===== config.mk =====
export PLATFORM = sky130hd
export DESIGN_NAME = regular_polygon_vertex_generator_flat
export DESIGN_NICKNAME = d
export VERILOG_FILES = /design/src/rtl/rpvg_pkg.sv /design/src/rtl/rpvg_if.sv /design/src/rtl/regular_polygon_vertex_generator.sv /design/src/flat_wrapper.sv
export SDC_FILE = /design/constraint.sdc
export NUM_CORES = 2
export LEC_CHECK = 0
export BUFFER_PORTS_ARGS = -buffer_cell sky130_fd_sc_hd__buf_2
export CELL_PAD_IN_SITES_DETAIL_PLACEMENT = 0
export CELL_PAD_IN_SITES_GLOBAL_PLACEMENT = 2
export CORE_MARGIN = 1.5
export CORE_UTILIZATION = 45
export DETAILED_ROUTE_END_ITERATION = 8
export PLACE_DENSITY_LB_ADDON = 0.1
export SYNTH_ARGS = -nofsm -noshare
export SYNTH_HDL_FRONTEND = slang
export SYNTH_SLANG_ARGS = --single-unit

===== constraint.sdc =====
create_clock -name clock -period 18.5 [get_ports clock]
set_input_delay 3.7 -clock clock [delete_from_list [all_inputs] [get_ports clock]]
set_output_delay 3.7 -clock clock [all_outputs]
set_load 0.02 [all_outputs]

===== src/rtl/rpvg_pkg.sv =====
package rpvg_pkg;

   localparam int MAX_SIDES_DEF        = 64;
   localparam int CORDIC_STEPS_DEF     = 16;
   localparam int RADIUS_FRAC_BITS_DEF = 8;

   localparam int SIDE_W   = 7;
   localparam int RADIUS_W = 20;
   localparam int COORD_W  = 14;
   localparam int CENTER_W = 12;
   localparam int ANGLE_W  = 16;
   localparam int STEP_W   = 5;
   localparam int TRIG_W   = 32;
   localparam int ZW       = 26;
   localparam int TRIG_ONE = 30;
   localparam int CSR_AW   = 3;
   localparam int CSR_DW   = 32;

   localparam logic signed [TRIG_W-1:0] CORDIC_GAIN = 32'sd652032874;

   localparam logic CSR_CENTER_X = 1'b0;
   localparam logic CSR_CENTER_Y = 1'b1;

   typedef logic [SIDE_W-1:0]          side_type;
   typedef logic [RADIUS_W-1:0]        radius_type;
   typedef logic signed [COORD_W-1:0]  coord_type;
   typedef logic [CENTER_W-1:0]        center_type;

   typedef enum logic [3:0] {
      ST_IDLE,
      ST_DIV,
      ST_FOLD,
      ST_ROT,
      ST_MULX,
      ST_ACCX,
      ST_MULY,
      ST_ACCY,
      ST_SQX,
      ST_SQY,
      ST_SQINIT,
      ST_SQRT,
      ST_EMIT
   } state_type;

   // arctangent of 2^-k in units of 2^-24 turn, rounded to nearest
   function automatic logic [21:0] atan_turn24(input logic [STEP_W-1:0] k);
      logic [21:0] v;
      case (k)
         5'd0:    v = 22'd2097152;
         5'd1:    v = 22'd1238021;
         5'd2:    v = 22'd654136;
         5'd3:    v = 22'd332050;
         5'd4:    v = 22'd166669;
         5'd5:    v = 22'd83416;
         5'd6:    v = 22'd41718;
         5'd7:    v = 22'd20860;
         5'd8:    v = 22'd10430;
         5'd9:    v = 22'd5215;
         5'd10:   v = 22'd2608;
         5'd11:   v = 22'd1304;
         5'd12:   v = 22'd652;
         5'd13:   v = 22'd326;
         5'd14:   v = 22'd163;
         5'd15:   v = 22'd81;
         5'd16:   v = 22'd41;
         5'd17:   v = 22'd20;
         5'd18:   v = 22'd10;
         5'd19:   v = 22'd5;
         5'd20:   v = 22'd3;
         5'd21:   v = 22'd1;
         5'd22:   v = 22'd1;
         default: v = 22'd0;
      endcase
      return v;
   endfunction

endpackage


===== src/rtl/rpvg_if.sv =====
interface rpvg_req_if;
   import rpvg_pkg::*;
   logic       valid;
   logic       ready;
   side_type   side_count;
   radius_type circle_radius;
   modport source (output valid, side_count, circle_radius, input ready);
   modport sink (input valid, side_count, circle_radius, output ready);
endinterface

interface rpvg_rsp_if;
   import rpvg_pkg::*;
   logic       valid;
   logic       ready;
   coord_type  vertex_x;
   coord_type  vertex_y;
   logic       last_vertex;
   radius_type next_radius;
   modport source (output valid, vertex_x, vertex_y, last_vertex, next_radius, input ready);
   modport sink (input valid, vertex_x, vertex_y, last_vertex, next_radius, output ready);
endinterface


===== src/rtl/regular_polygon_vertex_generator.sv =====
// Sequence: an accepted polygon runs 16 divide steps for the angle, 1 fold, CORDIC_STEPS
// rotation steps and 4 multiply/accumulate steps before each vertex is emitted; the last
// vertex also squares its offsets and takes a square root for next_radius. Only one polygon
// transaction is in flight at a time; the divider, CORDIC and multiplier are reused per vertex.
// Reset: synchronous, active high; clears the sequencer and loads center 512, 384.
module regular_polygon_vertex_generator #(
   parameter int MAX_SIDES        = rpvg_pkg::MAX_SIDES_DEF,
   parameter int CORDIC_STEPS     = rpvg_pkg::CORDIC_STEPS_DEF,
   parameter int RADIUS_FRAC_BITS = rpvg_pkg::RADIUS_FRAC_BITS_DEF
) (
   input  logic                        clock,
   input  logic                        reset,
   rpvg_req_if.sink                    req,
   rpvg_rsp_if.source                  rsp,
   input  logic                        csr_psel,
   input  logic                        csr_penable,
   input  logic                        csr_pwrite,
   input  logic [rpvg_pkg::CSR_AW-1:0] csr_paddr,
   input  logic [rpvg_pkg::CSR_DW-1:0] csr_pwdata,
   output logic [rpvg_pkg::CSR_DW-1:0] csr_prdata,
   output logic                        csr_pready
);
   import rpvg_pkg::*;

   localparam int NW    = $clog2(MAX_SIDES + 1);   // side count register
   localparam int IW    = $clog2(MAX_SIDES);       // vertex index
   localparam int RW    = NW + 1;                  // divider remainder, one bit headroom
   localparam int SH    = TRIG_ONE + RADIUS_FRAC_BITS;
   localparam int VW    = (SH + 14 > 56) ? SH + 14 : 56;
   localparam int QW    = VW - SH;
   localparam int MAW   = RADIUS_W + 1;
   localparam int PW    = MAW + TRIG_W;
   localparam int DW    = 16;                      // center-relative doubled midpoint
   localparam int SQ_W  = 32 + 2 * RADIUS_FRAC_BITS;

   localparam logic signed [QW-1:0] COORD_MAX = QW'(8191);
   localparam logic signed [QW-1:0] COORD_MIN = -COORD_MAX - QW'(1);

   // ---------------------------------------------------------------- registers
   state_type              state_ff, state_in;
   center_type             cx_ff, cx_in, cy_ff, cy_in;
   logic [NW-1:0]          n_ff, n_in;
   radius_type             r_ff, r_in;
   logic [IW-1:0]          i_ff, i_in;
   logic [STEP_W-1:0]      cnt_ff, cnt_in;
   logic [RW-1:0]          rem_ff, rem_in;
   logic [ANGLE_W-1:0]     quot_ff, quot_in;
   logic signed [TRIG_W-1:0] x_ff, x_in, y_ff, y_in;
   logic signed [ZW-1:0]   z_ff, z_in;
   logic                   neg_ff, neg_in;
   logic signed [PW-1:0]   prod_ff, prod_in;
   coord_type              vx_ff, vx_in, vy_ff, vy_in;
   coord_type              vx0_ff, vx0_in, vy0_ff, vy0_in;
   coord_type              vx1_ff, vx1_in, vy1_ff, vy1_in;
   logic [31:0]            acc_ff, acc_in;
   logic [SQ_W-1:0]        sv_ff, sv_in, res_ff, res_in, bit_ff, bit_in;
   radius_type             nr_ff, nr_in;

   // ---------------------------------------------------------------- control decode
   logic req_fire, rsp_fire, is_last, csr_wr;

   always_comb begin
      req.ready = (state_ff == ST_IDLE);
      rsp.valid = (state_ff == ST_EMIT);
      csr_pready = 1'b1;
   end

   assign req_fire = req.valid && req.ready;
   assign rsp_fire = rsp.valid && rsp.ready;
   assign is_last  = (NW'(i_ff) == NW'(n_ff - NW'(1)));
   assign csr_wr   = csr_psel && csr_penable && csr_pwrite && csr_pready;

   assign rsp.vertex_x    = vx_ff;
   assign rsp.vertex_y    = vy_ff;
   assign rsp.last_vertex = is_last;
   assign rsp.next_radius = is_last ? nr_ff : '0;

   assign csr_prdata = (csr_paddr[2] == CSR_CENTER_Y) ? CSR_DW'(cy_ff) : CSR_DW'(cx_ff);

   // ---------------------------------------------------------------- next state
   always_comb begin
      state_in = state_ff;
      case (state_ff)
         ST_IDLE:   if (req_fire) state_in = ST_DIV;
         ST_DIV:    if (cnt_ff == STEP_W'(ANGLE_W - 1)) state_in = ST_FOLD;
         ST_FOLD:   state_in = ST_ROT;
         ST_ROT:    if (cnt_ff == STEP_W'(CORDIC_STEPS - 1)) state_in = ST_MULX;
         ST_MULX:   state_in = ST_ACCX;
         ST_ACCX:   state_in = ST_MULY;
         ST_MULY:   state_in = ST_ACCY;
         ST_ACCY:   state_in = is_last ? ST_SQX : ST_EMIT;
         ST_SQX:    state_in = ST_SQY;
         ST_SQY:    state_in = ST_SQINIT;
         ST_SQINIT: state_in = ST_SQRT;
         ST_SQRT:   if (bit_ff == '0) state_in = ST_EMIT;
         ST_EMIT: begin
            if (rsp_fire) state_in = is_last ? ST_IDLE : ST_DIV;
         end
         default:   state_in = ST_IDLE;
      endcase
   end

   // ---------------------------------------------------------------- shared datapath
   logic [RW-1:0]          rem_dbl;
   logic signed [ANGLE_W:0] ang, ang_fold;
   logic                   fold_neg;
   logic signed [TRIG_W-1:0] trig_c, trig_s;
   logic signed [MAW-1:0]  mul_a;
   logic signed [TRIG_W-1:0] mul_b;
   logic signed [VW-1:0]   v_sum;
   logic signed [QW-1:0]   q;
   coord_type              coord_sat;
   logic signed [DW-1:0]   dx, dy;
   logic [SQ_W-1:0]        trial;
   logic [SQ_W-1:0]        half_res;
   logic signed [ZW-1:0]   atan_z;

   always_comb begin
      // restoring divide step: doubled remainder against n
      rem_dbl = {rem_ff[RW-2:0], 1'b0};

      // fold the turn fraction into [-1/4, +1/4]
      ang      = (ANGLE_W+1)'(signed'(quot_ff));
      ang_fold = ang;
      fold_neg = 1'b0;
      if (ang > (ANGLE_W+1)'(16384)) begin
         ang_fold = ang - (ANGLE_W+1)'(32768);
         fold_neg = 1'b1;
      end else if (ang < -(ANGLE_W+1)'(16384)) begin
         ang_fold = ang + (ANGLE_W+1)'(32768);
         fold_neg = 1'b1;
      end

      trig_c = neg_ff ? -x_ff : x_ff;
      trig_s = neg_ff ? -y_ff : y_ff;

      dx = DW'(vx0_ff) + DW'(vx1_ff) - signed'({3'b000, cx_ff, 1'b0});
      dy = DW'(vy0_ff) + DW'(vy1_ff) - signed'({3'b000, cy_ff, 1'b0});

      // one multiplier, operands picked by the sequencer
      case (state_ff)
         ST_MULX: begin mul_a = signed'({1'b0, r_ff}); mul_b = trig_c; end
         ST_MULY: begin mul_a = signed'({1'b0, r_ff}); mul_b = trig_s; end
         ST_SQX:  begin mul_a = MAW'(dx); mul_b = TRIG_W'(dx); end
         ST_SQY:  begin mul_a = MAW'(dy); mul_b = TRIG_W'(dy); end
         default: begin mul_a = '0; mul_b = '0; end
      endcase

      // center * 2^SH + r * trig, truncated toward zero, saturated
      v_sum = signed'(VW'((state_ff == ST_ACCY) ? cy_ff : cx_ff)) <<< SH;
      v_sum = v_sum + VW'(prod_ff);
      if (v_sum < 0) v_sum = v_sum + signed'(VW'({SH{1'b1}}));
      q = QW'(v_sum >>> SH);
      if (q > COORD_MAX)      coord_sat = COORD_W'(COORD_MAX);
      else if (q < COORD_MIN) coord_sat = COORD_W'(COORD_MIN);
      else                    coord_sat = COORD_W'(q);

      trial    = res_ff + bit_ff;
      half_res = res_ff >> 1;
      atan_z   = ZW'(signed'({1'b0, atan_turn24(cnt_ff)}));
   end

   always_comb begin
      cx_in   = cx_ff;   cy_in   = cy_ff;
      n_in    = n_ff;    r_in    = r_ff;
      i_in    = i_ff;    cnt_in  = cnt_ff;
      rem_in  = rem_ff;  quot_in = quot_ff;
      x_in    = x_ff;    y_in    = y_ff;    z_in = z_ff;  neg_in = neg_ff;
      prod_in = prod_ff;
      vx_in   = vx_ff;   vy_in   = vy_ff;
      vx0_in  = vx0_ff;  vy0_in  = vy0_ff;  vx1_in = vx1_ff;  vy1_in = vy1_ff;
      acc_in  = acc_ff;
      sv_in   = sv_ff;   res_in  = res_ff;  bit_in = bit_ff;
      nr_in   = nr_ff;

      if (csr_wr) begin
         if (csr_paddr[2] == CSR_CENTER_X) cx_in = csr_pwdata[CENTER_W-1:0];
         else                              cy_in = csr_pwdata[CENTER_W-1:0];
      end

      case (state_ff)
         ST_IDLE: begin
            // clamp side count into [3, MAX_SIDES]
            if (req.side_count < SIDE_W'(3))              n_in = NW'(3);
            else if (req.side_count > SIDE_W'(MAX_SIDES)) n_in = NW'(MAX_SIDES);
            else                                          n_in = NW'(req.side_count);
            r_in   = req.circle_radius;
            i_in   = '0;
            rem_in = '0;
            cnt_in = '0;
         end
         ST_DIV: begin
            if (rem_dbl >= RW'(n_ff)) rem_in = rem_dbl - RW'(n_ff);
            else                      rem_in = rem_dbl;
            quot_in = {quot_ff[ANGLE_W-2:0], rem_dbl >= RW'(n_ff)};
            cnt_in  = (cnt_ff == STEP_W'(ANGLE_W - 1)) ? '0 : cnt_ff + STEP_W'(1);
         end
         ST_FOLD: begin
            neg_in = fold_neg;
            z_in = ZW'(ang_fold) <<< 8;
            x_in = CORDIC_GAIN;
            y_in = '0;
         end
         ST_ROT: begin
            if (z_ff >= 0) begin
               x_in = x_ff - (y_ff >>> cnt_ff);
               y_in = y_ff + (x_ff >>> cnt_ff);
               z_in = z_ff - atan_z;
            end else begin
               x_in = x_ff + (y_ff >>> cnt_ff);
               y_in = y_ff - (x_ff >>> cnt_ff);
               z_in = z_ff + atan_z;
            end
            cnt_in = (cnt_ff == STEP_W'(CORDIC_STEPS - 1)) ? '0 : cnt_ff + STEP_W'(1);
         end
         ST_MULX, ST_MULY, ST_SQX: prod_in = PW'(mul_a) * PW'(mul_b);
         ST_ACCX: begin
            vx_in = coord_sat;
            if (i_ff == IW'(0)) vx0_in = coord_sat;
            if (i_ff == IW'(1)) vx1_in = coord_sat;
         end
         ST_ACCY: begin
            vy_in = coord_sat;
            if (i_ff == IW'(0)) vy0_in = coord_sat;
            if (i_ff == IW'(1)) vy1_in = coord_sat;
         end
         ST_SQY: begin
            acc_in  = 32'(prod_ff);
            prod_in = PW'(mul_a) * PW'(mul_b);
         end
         ST_SQINIT: begin
            sv_in  = SQ_W'(acc_ff + 32'(prod_ff)) << (2 * RADIUS_FRAC_BITS);
            res_in = '0;
            bit_in = SQ_W'(1) << (SQ_W - 2);
         end
         ST_SQRT: begin
            if (bit_ff == '0) begin
               if ((half_res >> RADIUS_W) != '0) nr_in = '1;
               else                              nr_in = RADIUS_W'(half_res);
            end else if (sv_ff >= trial) begin
               sv_in  = sv_ff - trial;
               res_in = half_res + bit_ff;
               bit_in = bit_ff >> 2;
            end else begin
               res_in = half_res;
               bit_in = bit_ff >> 2;
            end
         end
         ST_EMIT: begin
            if (rsp_fire && !is_last) begin
               i_in   = i_ff + IW'(1);
               rem_in = RW'(i_ff + IW'(1));
               cnt_in = '0;
            end
         end
         default: ;
      endcase
   end

   // ---------------------------------------------------------------- flops
   always_ff @(posedge clock) begin
      if (reset) begin
         state_ff <= ST_IDLE;
         cx_ff    <= CENTER_W'(512);
         cy_ff    <= CENTER_W'(384);
      end else begin
         state_ff <= state_in;
         cx_ff    <= cx_in;
         cy_ff    <= cy_in;
      end
   end

   always_ff @(posedge clock) begin
      n_ff    <= n_in;    r_ff    <= r_in;
      i_ff    <= i_in;    cnt_ff  <= cnt_in;
      rem_ff  <= rem_in;  quot_ff <= quot_in;
      x_ff    <= x_in;    y_ff    <= y_in;    z_ff <= z_in;  neg_ff <= neg_in;
      prod_ff <= prod_in;
      vx_ff   <= vx_in;   vy_ff   <= vy_in;
      vx0_ff  <= vx0_in;  vy0_ff  <= vy0_in;  vx1_ff <= vx1_in;  vy1_ff <= vy1_in;
      acc_ff  <= acc_in;
      sv_ff   <= sv_in;   res_ff  <= res_in;  bit_ff <= bit_in;
      nr_ff   <= nr_in;
   end

endmodule

===== src/flat_wrapper.sv =====
// flat-port wrapper written by rule: the top's interface ports become plain ports
module regular_polygon_vertex_generator_flat import rpvg_pkg::*;
#(
   parameter int MAX_SIDES        = rpvg_pkg::MAX_SIDES_DEF,
   parameter int CORDIC_STEPS     = rpvg_pkg::CORDIC_STEPS_DEF,
   parameter int RADIUS_FRAC_BITS = rpvg_pkg::RADIUS_FRAC_BITS_DEF
)
  (clock, reset, csr_psel, csr_penable, csr_pwrite, csr_paddr, csr_pwdata, csr_prdata, csr_pready, req_valid, req_side_count, req_circle_radius, req_ready, rsp_valid, rsp_vertex_x, rsp_vertex_y, rsp_last_vertex, rsp_next_radius, rsp_ready);
  rpvg_req_if req_i ();
  rpvg_rsp_if rsp_i ();
  input  logic clock;
  input  logic reset;
  input  logic csr_psel;
  input  logic csr_penable;
  input  logic csr_pwrite;
  input  logic [rpvg_pkg::CSR_AW-1:0] csr_paddr;
  input  logic [rpvg_pkg::CSR_DW-1:0] csr_pwdata;
  output logic [rpvg_pkg::CSR_DW-1:0] csr_prdata;
  output logic csr_pready;
  input wire logic [$bits(req_i.valid)-1:0] req_valid;
  input wire logic [$bits(req_i.side_count)-1:0] req_side_count;
  input wire logic [$bits(req_i.circle_radius)-1:0] req_circle_radius;
  output wire logic [$bits(req_i.ready)-1:0] req_ready;
  output wire logic [$bits(rsp_i.valid)-1:0] rsp_valid;
  output wire logic [$bits(rsp_i.vertex_x)-1:0] rsp_vertex_x;
  output wire logic [$bits(rsp_i.vertex_y)-1:0] rsp_vertex_y;
  output wire logic [$bits(rsp_i.last_vertex)-1:0] rsp_last_vertex;
  output wire logic [$bits(rsp_i.next_radius)-1:0] rsp_next_radius;
  input wire logic [$bits(rsp_i.ready)-1:0] rsp_ready;
  assign req_i.valid = req_valid;
  assign req_i.side_count = req_side_count;
  assign req_i.circle_radius = req_circle_radius;
  assign req_ready = req_i.ready;
  assign rsp_valid = rsp_i.valid;
  assign rsp_vertex_x = rsp_i.vertex_x;
  assign rsp_vertex_y = rsp_i.vertex_y;
  assign rsp_last_vertex = rsp_i.last_vertex;
  assign rsp_next_radius = rsp_i.next_radius;
  assign rsp_i.ready = rsp_ready;
  regular_polygon_vertex_generator #(.MAX_SIDES(MAX_SIDES), .CORDIC_STEPS(CORDIC_STEPS), .RADIUS_FRAC_BITS(RADIUS_FRAC_BITS)) u_core (.clock(clock), .reset(reset), .req(req_i), .rsp(rsp_i), .csr_psel(csr_psel), .csr_penable(csr_penable), .csr_pwrite(csr_pwrite), .csr_paddr(csr_paddr), .csr_pwdata(csr_pwdata), .csr_prdata(csr_prdata), .csr_pready(csr_pready));
endmodule

-- Word-level counts from Yosys, hierarchy flattened
Memories as Yosys holds them, arrays and structs flattened. A register that Yosys moved wholly into a read port is not among the register bits.
Cells that the tools add are included.
- output and inout bits: 84
- ROM bits: 704
- register bits after elaboration: 513
- logic and storage cells: 166
- memories kept: 1
- input port bits: 69
- add/sub/neg operators: 25
- reductions and logical operators: 32
- mux-type cells: 45
- magnitude comparators: 10
- shift operators: 2
- equality and inequality tests: 23
- multiply operators: 1
- bitwise gates (word level): 1
- memories (memory ; words ; width ; rd ports ; clocked after Yosys merged registers in ; wr ports ; RTL line ; text):
    (no name shown) ; 32 ; 22 ; 1 ; 1 ; 0 ; rpvg_pkg.sv:48 ; case (k)
- operator list (cell ; count):
    one-hot mux 48 bit (2 select lines) ; 3
    two-way mux 48 bit ; 5
    two-way mux 32 bit ; 4
    one-hot mux 32 bit (2 select lines) ; 2
    one-hot mux 32 bit (4 select lines) ; 1
    adder 32 bit ; 3
    negation 32 bit ; 2
    >>> shifter 32 x 5 -> 32 bit ; 2
    subtractor 32 bit ; 2
    one-hot mux 21 bit (3 select lines) ; 1
    adder 56 x 39 -> 56 bit (second input constant) ; 1
    less-than comparator 56 x 1 -> 1 bit (second input constant) ; 1
    two-way mux 56 bit ; 1
    adder 51 x 53 -> 54 bit ; 1
    multiplier 21 x 32 -> 53 bit ; 1
    one-hot mux 26 bit (2 select lines) ; 1
    one-hot mux 4 bit (13 select lines) ; 1
    adder 47 x 48 -> 48 bit ; 1
    adder 48 bit ; 1
    greater-or-equal comparator 48 bit ; 1
    zero test 48 bit ; 1
    nonzero test 48 bit ; 1
    subtractor 48 bit ; 1
    two-way mux 17 bit ; 2
    53 further kinds ; 99

-- Longest topological paths before layout
- depth after elaboration: 8
- depth in mapped cells: 48

-- Worst setup path before layout
Ideal clock, no wire load.
- path kind: register to register
- start: register u_core.vy1_ff[0]
- end: register u_core.prod_ff[52] (data pin)
- path slack: 8133 ps
- library setup time: 261 ps
- cell stages (with the launch flop): 45
- path buffers: 2
- arrival: 10106 ps
- period minus slack after synthesis: 10367 ps
- cells stage by stage: edfxtp_1 ha_1 inv_1 fa_1 nor2b_1 o21ai_0 a21boi_0 o21a_1 o21ai_0 nand2_1 a31o_2 a21oi_1 xnor2_1 ha_1 and3_1 a21oi_1 o21ai_0 a31oi_1 (+9 left out) inv_1 fa_1 inv_1 fa_1 fa_1 fa_1 inv_1 fa_1 inv_1 ha_1 and3_1 and4_1 nand2_1 o221a_2 or4_1 o21bai_1 a31oi_1 a311o_1
- longest elaborated chain between the ends: 4
- ends and longest elaborated chain (element ; RTL line ; text):
    from (decl) ; regular_polygon_vertex_generator.sv:54 ; coord_type vx1_ff, vx1_in, vy1_ff, vy1_in;
    from (signal assigned) ; regular_polygon_vertex_generator.sv:280 ; vx0_ff <= vx0_in; vy0_ff <= vy0_in; vx1_ff <= vx1_in; vy1_ff <= vy1_in;
    adder 14 x 14 -> 15 bit (*) ; regular_polygon_vertex_generator.sv:138 ; dy = DW'(vy0_ff) + DW'(vy1_ff) - signed'({3'b000, cy_ff, 1'b0});
    subtractor 16 x 14 -> 16 bit (*) ; regular_polygon_vertex_generator.sv:138 ;
    one-hot mux 32 bit (4 select lines) or one-hot mux 21 bit (3 select lines) (tied branches) ; regular_polygon_vertex_generator.sv:141 ; case (state_ff)
    multiplier 21 x 32 -> 53 bit (*) ; regular_polygon_vertex_generator.sv:216, regular_polygon_vertex_generator.sv:229 ;
    to (signal assigned) ; regular_polygon_vertex_generator.sv:278 ; prod_ff <= prod_in;
    to (decl) ; regular_polygon_vertex_generator.sv:51 ; logic signed [PW-1:0] prod_ff, prod_in;
Mark *: on every way between the ends. The rest lies on a longest branch, timed or not.
A chain may end at the register's enable or synchronous reset.

-- Worst setup path in the final report
Same ends and word-level chain as after synthesis.

==> impl_metrics.ini <==
[critical_path]
arrival_ns = 12.97
cp.required_ns = 18.91
worstRegToRegCells = 42
critPathKind = reg -> reg
r2r-end = u_core.prod_ff[52]
r2r_start = u_core.vy1_ff[0]
ff2ff_setup_slack_ns = 5.93
cp-end-kind = register
crit_slowest_cell = a21boi_1
max_stage_delay_ns = 0.93
crit_top_cell = fa_1
start_kind = register
crit_path_max_fanout = 15

[cells_and_area]
final_cell_mix = inv_1, nand2_1, fa_1
final_common_cell = inv_1
synthToLayoutAreaGrowth_pct = 7.53
finalNonFillerCells = 9195
drive_above_1_share_pct = 7.67
nNetsFinal = 8405

[floorplanning]
start_util_pct = 45.2
dieArea_mm2 = 0.148
ios = 153
core-area_mm2 = 0.145
dieWidth_um = 385
die_h_um = 385
num_rows = 140

[clocking]
clockBufferDepth = 3
clock_latency_ns = 0.69
numCtsBuffers = 68
cts_sinks = 511
htree_levels = 3
clock-root-buffer = clkbuf_16
cts_hold_buf = 0
cts_setup_buffers = 0
cts-resized-gates = 0
tritoncts = yes
clk_pin_slew_ns = 0.06

[run]
max-cap-violations = 0

[logic_synthesis]
synth.cell_area_mm2 = 0.0657
synth-compound-area-share_pct = 14.5
synth.distinct_cells = 93
synth_cells = 7255
synthMuxAreaShare_pct = 4.42
synth_top_family_by_area = adder cells
synth-seq-area-share_pct = 22.6
ys_ff_latch = 511
synth_edf_count = 461
synth_warnings = 0
synth_async_sr_flop_share_pct = 0
synth_top_flop_cell = edfxtp_1
synth-xor-area-share_pct = 6.53
synth_adder_area_share_pct = 29.0
synth-simple-area-share_pct = 15.2
avgSynthCellArea_um2 = 9.06

[timing]
period_share_pct = 67.9
finalCriticalPeriod_ns = 12.57
fin_tns_setup_ns = 0
slew_headroom_pct = 13.0
clock.fmax_mhz = 79.6
hold_violations = 0
drv_slew = 0
worst_pin_slew_ns = 1.31
rsz0062_at_grt = false
fin_worst_skew_ns = 0.0426
setup_viol = 0

[drt]
via_per_inst = 5.67
ant_nets = 0
vias = 52200
drtIter0Drc = 3916
routed_wl_um = 205000
wl_per_cell_um = 22.3
drc = 0
firstDrtPassIters = 6

[place]
globalplace.congestion = 0.881
place_inst = 9068
port_buffers = 109
place_hpwl_um = 158000

[outcome]
status = completed

[power]
swShare_pct = 43.0
power.internal_uw = 3650
p_leak_uw = 0.0307
clkPwrFrac_pct = 21.6
p_sw_uw = 2760
power_density_mw_per_mm2 = 90.7
p_total_uw = 6410
combPwrFrac_pct = 55.1
power.share.sequential_pct = 23.3
ir_drop_mv = 0.0926

[hold_path]
whs_endpoint = u_core.cx_ff[11]
worstHoldStart = u_core.cx_ff[11]
min_delay_path_depth = 2
hp-class = reg -> reg

[global_routing]
grt_remaining_overflow = 0
grt_pass1_vias = 52900
grt_pass1_wl_um = 316000
grt_max_degree = 73
grt_util_all_layers_pct = 27.8
antenna_found_initial = 6
-- power groups by stage --
stage	clock [uW]	combinational, uW	sequential (uW)
after global placement	0	3480	1510
after CTS	1420	3510	1490
after global routing	1460	3910	1510
after detailed placement	0	3490	1520
final	1390	3540	1490
after floorplan	0	2770	1450
-- registers in the layout, summed over array words and instances (netlist names), 6 cells and up --
register and cells:
u_core.acc_ff 32, u_core.atan_z 22, u_core.bit_ff 24, u_core.cx_ff 12
u_core.cy_ff 12, u_core.i_ff 6, u_core.n_ff 7, u_core.nr_ff 20
u_core.prod_ff 53, u_core.quot_ff 16, u_core.r_ff 20, u_core.rem_ff 7
u_core.res_ff 48, u_core.rsp.vertex_x 14, u_core.rsp.vertex_y 14, u_core.sv_ff 48
u_core.vx0_ff 14, u_core.vx1_ff 14, u_core.vy0_ff 14, u_core.vy1_ff 14
u_core.x_ff 32, u_core.y_ff 32, u_core.z_ff 26
-- cell usage after synthesis (165+ instances only) --
library cell	instances	area share, %
ha_1	435	8.3
nor2_1	492	2.8
edfxtp_1	461	21
xnor2_1	277	3.7
fa_1	680	21
o21ai_0	339	2.6
xor2_1	213	2.8
nand2_1	919	5.2
and2_1	165	1.6
clkbuf_1	294	1.7
a21oi_1	367	2.8
inv_1	936	5.3
-- cells by family after synthesis --
family / count (synthesis)
buffers and inverters: 1307
flip-flops: 511
adder cells (fa/ha/maj): 1115
AO/OA/AOI/OAI: 1478
XOR/XNOR: 490
multiplexers: 180
AND/OR/NAND/NOR: 2172
other: 2
-- cell type report --
cell class / count / area (um2)
fill: 14100 / 74700
multi-input combinational: 5473 / 46100
timing repair buffer: 226 / 1420
clock inverter: 43 / 549
antenna: 4 / 10.0
inverter: 941 / 3530
tap: 1917 / 2400
clock buffer: 80 / 1790
sequential: 511 / 14800
-- worst max-delay path by stage --
stage                          start                  to  slack [ns]  cells past startpoint
global route        u_core.vy1_ff[0]  u_core.prod_ff[52]        5.39                     41
detailed placement  u_core.vy1_ff[0]  u_core.prod_ff[52]        6.09                     42
floorplan           u_core.vy1_ff[0]  u_core.prod_ff[52]        8.13                     44
finish              u_core.vy1_ff[0]  u_core.prod_ff[52]        5.93                     42
global placement    u_core.vy1_ff[0]  u_core.prod_ff[52]        6.19                     42
CTS                 u_core.vy1_ff[0]  u_core.prod_ff[52]        6.02                     42
-- through the flow --
stage          utilization, %  hold slack [ns]  setup WS, ns  cell area [um2]
6_report                 48.6            0.473          5.93            70700
5_1_grt                  48.6            0.493          5.39            70700
4_1_cts                  48.6            0.469          6.02            70700
3_5_place_dp             47.0            0.461          6.09            68300
3_3_place_gp             47.0            0.457          6.19            68300
2_1_floorplan               -            0.450          8.13            65900
-- worst max-delay path: cells and delay by family (launching register included) --
| family | cells | cell delay (ns) |
|---|---|---|
| xor+xnor | 1 | 0.57 |
| flops | 1 | 0.33 |
| buf+inv | 6 | 0.50 |
| fa+ha+maj | 11 | 4.83 |
| compound gates | 14 | 3.79 |
| simple gates | 10 | 2.21 |
-- metal layers --
layer  vias to the layer above  GRT usage, %  wire (um)
li1                      24500             -          -
met1                     26000          37.3      90400
met2                      1355          47.1      97900
met3                       284          3.27      10200
met4                         0          8.37       6500
met5                         -             0          0
No activity file was read; power rests on OpenSTA's default activity.
